==> config.mk <==
export PLATFORM = sky130hd
export DESIGN_NAME = mesh_frame_filter_core
export DESIGN_NICKNAME = d
export VERILOG_FILES = /design/src/rtl/core/mff_pkg.sv /design/src/rtl/core/mff_cell.sv /design/src/rtl/core/mff_action.sv /design/src/rtl/core/mesh_frame_filter_core.sv
export SDC_FILE = /design/constraint.sdc
export NUM_CORES = 2
export LEC_CHECK = 0
export BUFFER_PORTS_ARGS = -buffer_cell sky130_fd_sc_hd__buf_4
export CELL_PAD_IN_SITES_DETAIL_PLACEMENT = 2
export CELL_PAD_IN_SITES_GLOBAL_PLACEMENT = 2
export CORE_ASPECT_RATIO = 2
export CORE_MARGIN = 3
export CORE_UTILIZATION = 35
export DETAILED_ROUTE_END_ITERATION = 10
export PLACE_DENSITY = 0.71
export SLEW_MARGIN = 0
export SYNTH_ARGS = -nofsm -noshare
export SYNTH_HDL_FRONTEND = slang
export SYNTH_HIERARCHICAL = 1
export SYNTH_SLANG_ARGS = --single-unit
==> constraint.sdc <==
create_clock -name clk_i -period 81.9 [get_ports clk_i]
set_input_delay 4.095 -clock clk_i [delete_from_list [all_inputs] [get_ports clk_i]]
set_output_delay 4.095 -clock clk_i [all_outputs]
set_load 0.05 [all_outputs]
==> src/rtl/core/mff_pkg.sv <==
`timescale 1ns / 1ps

package mff_pkg;

  localparam int unsigned HistDepth = 16;

  localparam logic [63:0] BroadcastAddr = 64'hFFFF_FFFF_FFFF_FFFF;

  typedef enum logic [3:0] {
    ACT_BAD_CHECKSUM = 4'd0,
    ACT_DUPLICATE    = 4'd1,
    ACT_DELIVER      = 4'd2,
    ACT_DELIVER_ACK  = 4'd3,
    ACT_FORWARD      = 4'd4,
    ACT_NO_HOPS      = 4'd5,
    ACT_ACK_RECEIVED = 4'd6,
    ACT_ACK_IGNORED  = 4'd7,
    ACT_ROUTE_UPDATE = 4'd8,
    ACT_UNKNOWN      = 4'd9
  } action_e;

  typedef enum logic [1:0] {
    KIND_TEXT   = 2'd0,
    KIND_ACK    = 2'd1,
    KIND_BEACON = 2'd2,
    KIND_OTHER  = 2'd3
  } kind_e;

  typedef struct packed {
    logic [31:0] message_id;
    logic [63:0] sender_address;
    logic [63:0] recipient_address;
    logic [1:0]  frame_kind;
    logic [7:0]  hops_left;
    logic        checksum_ok;
  } mff_in_t;

  typedef struct packed {
    action_e     action;
    logic [7:0]  forward_hops;
  } mff_out_t;

  typedef struct packed {
    logic        valid;
    logic [31:0] id;
    logic [63:0] sender;
  } mff_entry_t;

endpackage

==> src/rtl/core/mff_cell.sv <==
`timescale 1ns / 1ps

module mff_cell (
  input  logic               clk_i,
  input  logic               rst_ni,
  input  logic               shift_i,
  input  mff_pkg::mff_entry_t entry_i,
  output mff_pkg::mff_entry_t entry_o,
  input  logic [31:0]        query_id_i,
  input  logic [63:0]        query_sender_i,
  output logic               hit_o
);
  import mff_pkg::*;

  logic        valid_q;
  logic [31:0] id_q;
  logic [63:0] sender_q;

  always_ff @(posedge clk_i or negedge rst_ni) begin
    if (!rst_ni) begin
      valid_q <= 1'b0;
    end else if (shift_i) begin
      valid_q <= entry_i.valid;
    end
  end

  always_ff @(posedge clk_i) begin
    if (shift_i) begin
      id_q     <= entry_i.id;
      sender_q <= entry_i.sender;
    end
  end

  assign entry_o = '{valid: valid_q, id: id_q, sender: sender_q};
  assign hit_o   = valid_q && (id_q == query_id_i) && (sender_q == query_sender_i);

endmodule

==> src/rtl/core/mff_action.sv <==
`timescale 1ns / 1ps

module mff_action (
  input  mff_pkg::mff_in_t  item_i,
  input  logic [63:0]       own_addr_i,
  input  logic              hit_i,
  output mff_pkg::mff_out_t result_o
);
  import mff_pkg::*;

  logic for_us;
  logic bcast;

  assign for_us = (item_i.recipient_address == own_addr_i);
  assign bcast  = (item_i.recipient_address == BroadcastAddr);

  always_comb begin
    result_o.action       = ACT_UNKNOWN;
    result_o.forward_hops = 8'd0;
    if (!item_i.checksum_ok) begin
      result_o.action = ACT_BAD_CHECKSUM;
    end else if (hit_i) begin
      result_o.action = ACT_DUPLICATE;
    end else begin
      case (kind_e'(item_i.frame_kind))
        KIND_TEXT: begin
          if (bcast) begin
            result_o.action = ACT_DELIVER;
          end else if (for_us) begin
            result_o.action = ACT_DELIVER_ACK;
          end else if (item_i.hops_left != 8'd0) begin
            result_o.action       = ACT_FORWARD;
            result_o.forward_hops = item_i.hops_left - 8'd1;
          end else begin
            result_o.action = ACT_NO_HOPS;
          end
        end
        KIND_ACK: begin
          result_o.action = for_us ? ACT_ACK_RECEIVED : ACT_ACK_IGNORED;
        end
        KIND_BEACON: begin
          result_o.action = ACT_ROUTE_UPDATE;
        end
        default: begin
          result_o.action = ACT_UNKNOWN;
        end
      endcase
    end
  end

endmodule

==> src/rtl/core/mesh_frame_filter_core.sv <==
// An accepted frame's result is registered and shows in the next cycle.
// Throughput: one frame per cycle unless the output stalls; all history
//   cells compare in parallel; a good non-duplicate frame moves each entry on.
// Reset (async, active low): history cells marked empty, own address zero,
//   output register empty. No clearing pass is needed.
`timescale 1ns / 1ps

module mesh_frame_filter_core #(
  parameter int unsigned HISTORY_DEPTH = mff_pkg::HistDepth
) (
  input  logic              clk_i,
  input  logic              rst_ni,
  input  logic              cfg_valid_i,
  output logic              cfg_ready_o,
  input  logic [63:0]       cfg_data_i,
  input  logic              in_valid_i,
  output logic              in_ready_o,
  input  mff_pkg::mff_in_t  in_data_i,
  output logic              out_valid_o,
  input  logic              out_ready_i,
  output mff_pkg::mff_out_t out_data_o
);
  import mff_pkg::*;

  logic [63:0] own_addr_q;
  logic        out_valid_q;
  mff_out_t    out_data_q;

  mff_entry_t               chain [HISTORY_DEPTH+1];
  logic [HISTORY_DEPTH-1:0] hits;
  logic                     hit;
  logic                     in_xfer;
  logic                     shift;
  mff_out_t                 result;

  assign cfg_ready_o = 1'b1;
  assign in_ready_o  = !out_valid_q || out_ready_i;
  assign in_xfer     = in_valid_i && in_ready_o;
  assign hit         = |hits;
  assign shift       = in_xfer && in_data_i.checksum_ok && !hit;

  assign chain[0] = '{valid: 1'b1, id: in_data_i.message_id,
                      sender: in_data_i.sender_address};

  for (genvar g = 0; g < HISTORY_DEPTH; g++) begin : g_cell
    mff_cell u_cell (
      .clk_i          (clk_i),
      .rst_ni         (rst_ni),
      .shift_i        (shift),
      .entry_i        (chain[g]),
      .entry_o        (chain[g+1]),
      .query_id_i     (in_data_i.message_id),
      .query_sender_i (in_data_i.sender_address),
      .hit_o          (hits[g])
    );
  end

  mff_action u_action (
    .item_i     (in_data_i),
    .own_addr_i (own_addr_q),
    .hit_i      (hit),
    .result_o   (result)
  );

  always_ff @(posedge clk_i or negedge rst_ni) begin
    if (!rst_ni) begin
      own_addr_q  <= 64'd0;
      out_valid_q <= 1'b0;
    end else begin
      if (cfg_valid_i) begin
        own_addr_q <= cfg_data_i;
      end
      if (in_xfer) begin
        out_valid_q <= 1'b1;
      end else if (out_ready_i) begin
        out_valid_q <= 1'b0;
      end
    end
  end

  always_ff @(posedge clk_i) begin
    if (in_xfer) begin
      out_data_q <= result;
    end
  end

  assign out_valid_o = out_valid_q;
  assign out_data_o  = out_data_q;

endmodule

==> summary.md <==
| Metric | Value |
|---|---|
| Status | completed |
| Clk_skew | about 0.07 ns |
| Area grow syn2layout | 14.57% |
| Final hold vios | 0 |
| Sw frac | between 20 and 25% |
| Logic pwr share | 8.5% |
| Vias in the first global route | 48800 |
| Ys Warns | 6 |
| Largest net degree at the start of global routing | a little under 200 |
| Synthesized area | a little over 70000 um2 |
| Leakage Power | roughly 28 nW |
| Ports | ~260 |
| Hold Buf Count CTS | 0 |
| Slew headroom | 2.441% |
| Slew Viols, Final | 0 |
| DRC viols | 0 |
| WP data required | about 82 ns |
| Via count | ~43000 |
| Crit-path cells | buf_4, inv_1, o2111ai_1, nor4_1, nand4_1, nor4_2, nor4_1, nand4_1, nor2_4, buf_4, buf_12, buf_4, buf_4, buf_4, buf_12 |
| Setup CP Type | input port to flip-flop |
| Routability congestion estimate | 1.001 |
| Gr usage total | between 20% and 30% |
| Pint | 1.402 mW |
| Die Y | about 650 um |
| Die width | 325.8 um |
| Final Cell Area | 82040 um2 |
| Most frequent CP cell | buf_4 |
| Slowest cell on crit path | o2111ai_1 |
| Dpl cell area | approximately 77000 um2 |
| CTS buffer count | ~160 |
| Root buffer cell | clkbuf_16 |
| Max-cap viol count | 0 |
| Area of the core | a little over 200000 um2 |
| Slew @ Worst Pin | around 1.5 ns |
| DR pass1 iterations | 7 |
| Later-pin clock latency in the skew report | 0.84 ns |
| Clock buffer depth | 4 |
| Setup violation total in the final timing report | 0 |
| DP Wirelength | between 150000 and 200000 um |
| Reg power frac | 52.6% |
| Worst VDD drop | 0.01684 mV |
| Vias per inst | ~5.3 |
| Layout Nets | 5466 |
| Largest stage delay on the critical path | ~1.2 ns |
| Starting Density | between 30% and 40% |
| Clock sinks | between 1500 and 2000 |
| RSZ-0062 raised after global routing | false |
| Average wire per standard cell | 30.62 um |
| Power per cell area | 22.58 nW/um2 |
| Hold depth | 0 |
| # resized after CTS | 0 |
| First-pass GRT wire length | 349000 um |
| Initial antenna violation count | 19 |
| Clk slew on worst S/H paths | 0.07 ns |
| Crit Path Max Fanout | slightly below 200 |
| Setup TNS | 0 ns |
| Setup Buffers After CTS | 0 |
| First DRT Iteration DRCs | 2894 |
| CP startpoint kind | input port |
| IO Port Bufs | 253 |
| Element type at the critical path end | flip-flop |
| Remaining global-route overflow | 0 |
| Max H-tree Level | 4 |
| R2R depth | 13 |
| Mean Syn Cell Area | 14.96 um2 |
| Arrival @ worst endpoint | approximately 15 ns |
| F_max | slightly above 0.07 GHz |
| Post-synthesis instance total | roughly 4800 |
| Fillers | 20180 |
| Detail Route Antenna Nets | 0 |
| Min Tclk post-route | between 10 and 15 ns |
| Worst hold path type | flip-flop to flip-flop |
| P_sw | approximately 0.45 mW |
| Final worst-path cycle share | between 10% and 20% |
| Clock tree from TritonCTS | yes |
| Die area | between 200000 and 250000 um2 |
| Num rows | about 230 |
| Post-Route WL | approximately 250000 um |
| Layout cells sized above 1 | between 10% and 20% |
| Clock share of power | 38.9% |
[cell type report]
| class | count | area (um2) | area share (%) |
|---|---|---|---|
| diodes | 11 | 27.53 | 0.03355 |
| well taps | 2714 | 3396 | 4.139 |
| repair buffers | 294 | 2255 | 2.748 |
| clock buffers | 213 | 4402 | 5.365 |
| inverters | 450 | 1689 | 2.059 |
| clock inverters | 73 | 480.5 | 0.5856 |
| multi-input cells | 2685 | 21280 | 25.94 |
| flip-flops and latches | 1629 | 48510 | 59.13 |
[critical path: cells and delay by family]
kind	cells	cell delay (ns)
and+or+nand+nor	6	3.23
buffers and inverters	8	5.51
AOI/OAI and AO/OA	1	1.15
[registers in the layout, summed over array words and instances (netlist names)]
register,count
own_addr_q,64
g_cell.u_cell/valid_q,16
g_cell.u_cell/sender_q,1024
g_cell.u_cell/id_q,512
out_valid_o,1
out_data_o,12
[metrics by stage]
step / worst slack, ns / std cells / hold WS (ns) / utilization (%) / power (mW)
3_5_place_dp: 67.46 / 7772 / 0.4361 / 37.96 / 1.149
3_3_place_gp: 67.87 / 7771 / 0.4279 / 37.95 / 1.138
6_report: 67.71 / 8069 / 0.4285 / 40.38 / 1.853
5_1_grt: 67.45 / 8060 / 0.4529 / 40.37 / 1.915
4_1_cts: 68.36 / 8058 / 0.4382 / 40.36 / 1.876
2_1_floorplan: 4.676 / 4788 / 0.4264 / - / 1.153
[metal layers]
metal	routed length [um]	up-vias	share of wire [%]	global-route usage [%]
li1	-	18720	-	-
met1	72280	21900	29	19.61
met2	135700	1184	55	43.91
met3	8135	717	3.3	3.668
met4	30920	14	13	24.35
met5	82	-	0.033	0
[power by group through the flow]
stage	clock network [mW]	logic, mW	registers (mW)
3_5_place_dp	0	0.157	0.992
3_3_place_gp	0	0.151	0.988
6_report	0.721	0.157	0.974
2_1_floorplan	0	0.0868	1.07
5_1_grt	0.768	0.168	0.978
4_1_cts	0.742	0.159	0.975
[path summary, 6_finish.rpt]
check                                                    startpoint                                  endpoint  slack, ns
setup reg to reg            g_cell[7].u_cell/sender_q[49]$_DFFE_PP_       g_cell[7].u_cell/id_q[19]$_DFFE_PP_      70.91
hold reg to reg            g_cell[11].u_cell/sender_q[35]$_DFFE_PP_  g_cell[12].u_cell/sender_q[35]$_DFFE_PP_       0.43
hold / removal             g_cell[11].u_cell/sender_q[35]$_DFFE_PP_  g_cell[12].u_cell/sender_q[35]$_DFFE_PP_       0.43
max in group asynchronous                                    rst_ni                own_addr_q[11]$_DFFE_PN0P_      77.50
setup / recovery                                     in_data_i[124]       g_cell[7].u_cell/id_q[19]$_DFFE_PP_      67.71
min in group asynchronous                                    rst_ni                 own_addr_q[0]$_DFFE_PN0P_       3.20
[placed cells by master, fill, tap and decap left out, types with 11 or more instances in the layout]
cell / instances
clkinv_1: 31
or2b_1: 64
nor4_2: 55
a2111oi_0: 32
clkbuf_16: 167
a221oi_1: 16
a221o_1: 16
clkbuf_1: 41
a2111o_1: 64
nand4_1: 226
nor2b_1: 161
nand3_1: 34
inv_1: 450
o221ai_1: 48
mux2_4: 60
a22o_1: 32
nand2b_1: 370
and2b_2: 32
mux2_2: 20
buf_4: 289
nand2_1: 51
nor4_1: 119
edfxtp_1: 1548
a22oi_1: 32
diode_2: 11
o2111ai_1: 143
clkinv_2: 29
o22ai_1: 80
nor3_1: 27
dfrtp_1: 81
and2b_1: 33
xor2_1: 130
xnor2_1: 788
or2b_2: 32
No activity file was read; power rests on OpenSTA's default activity.
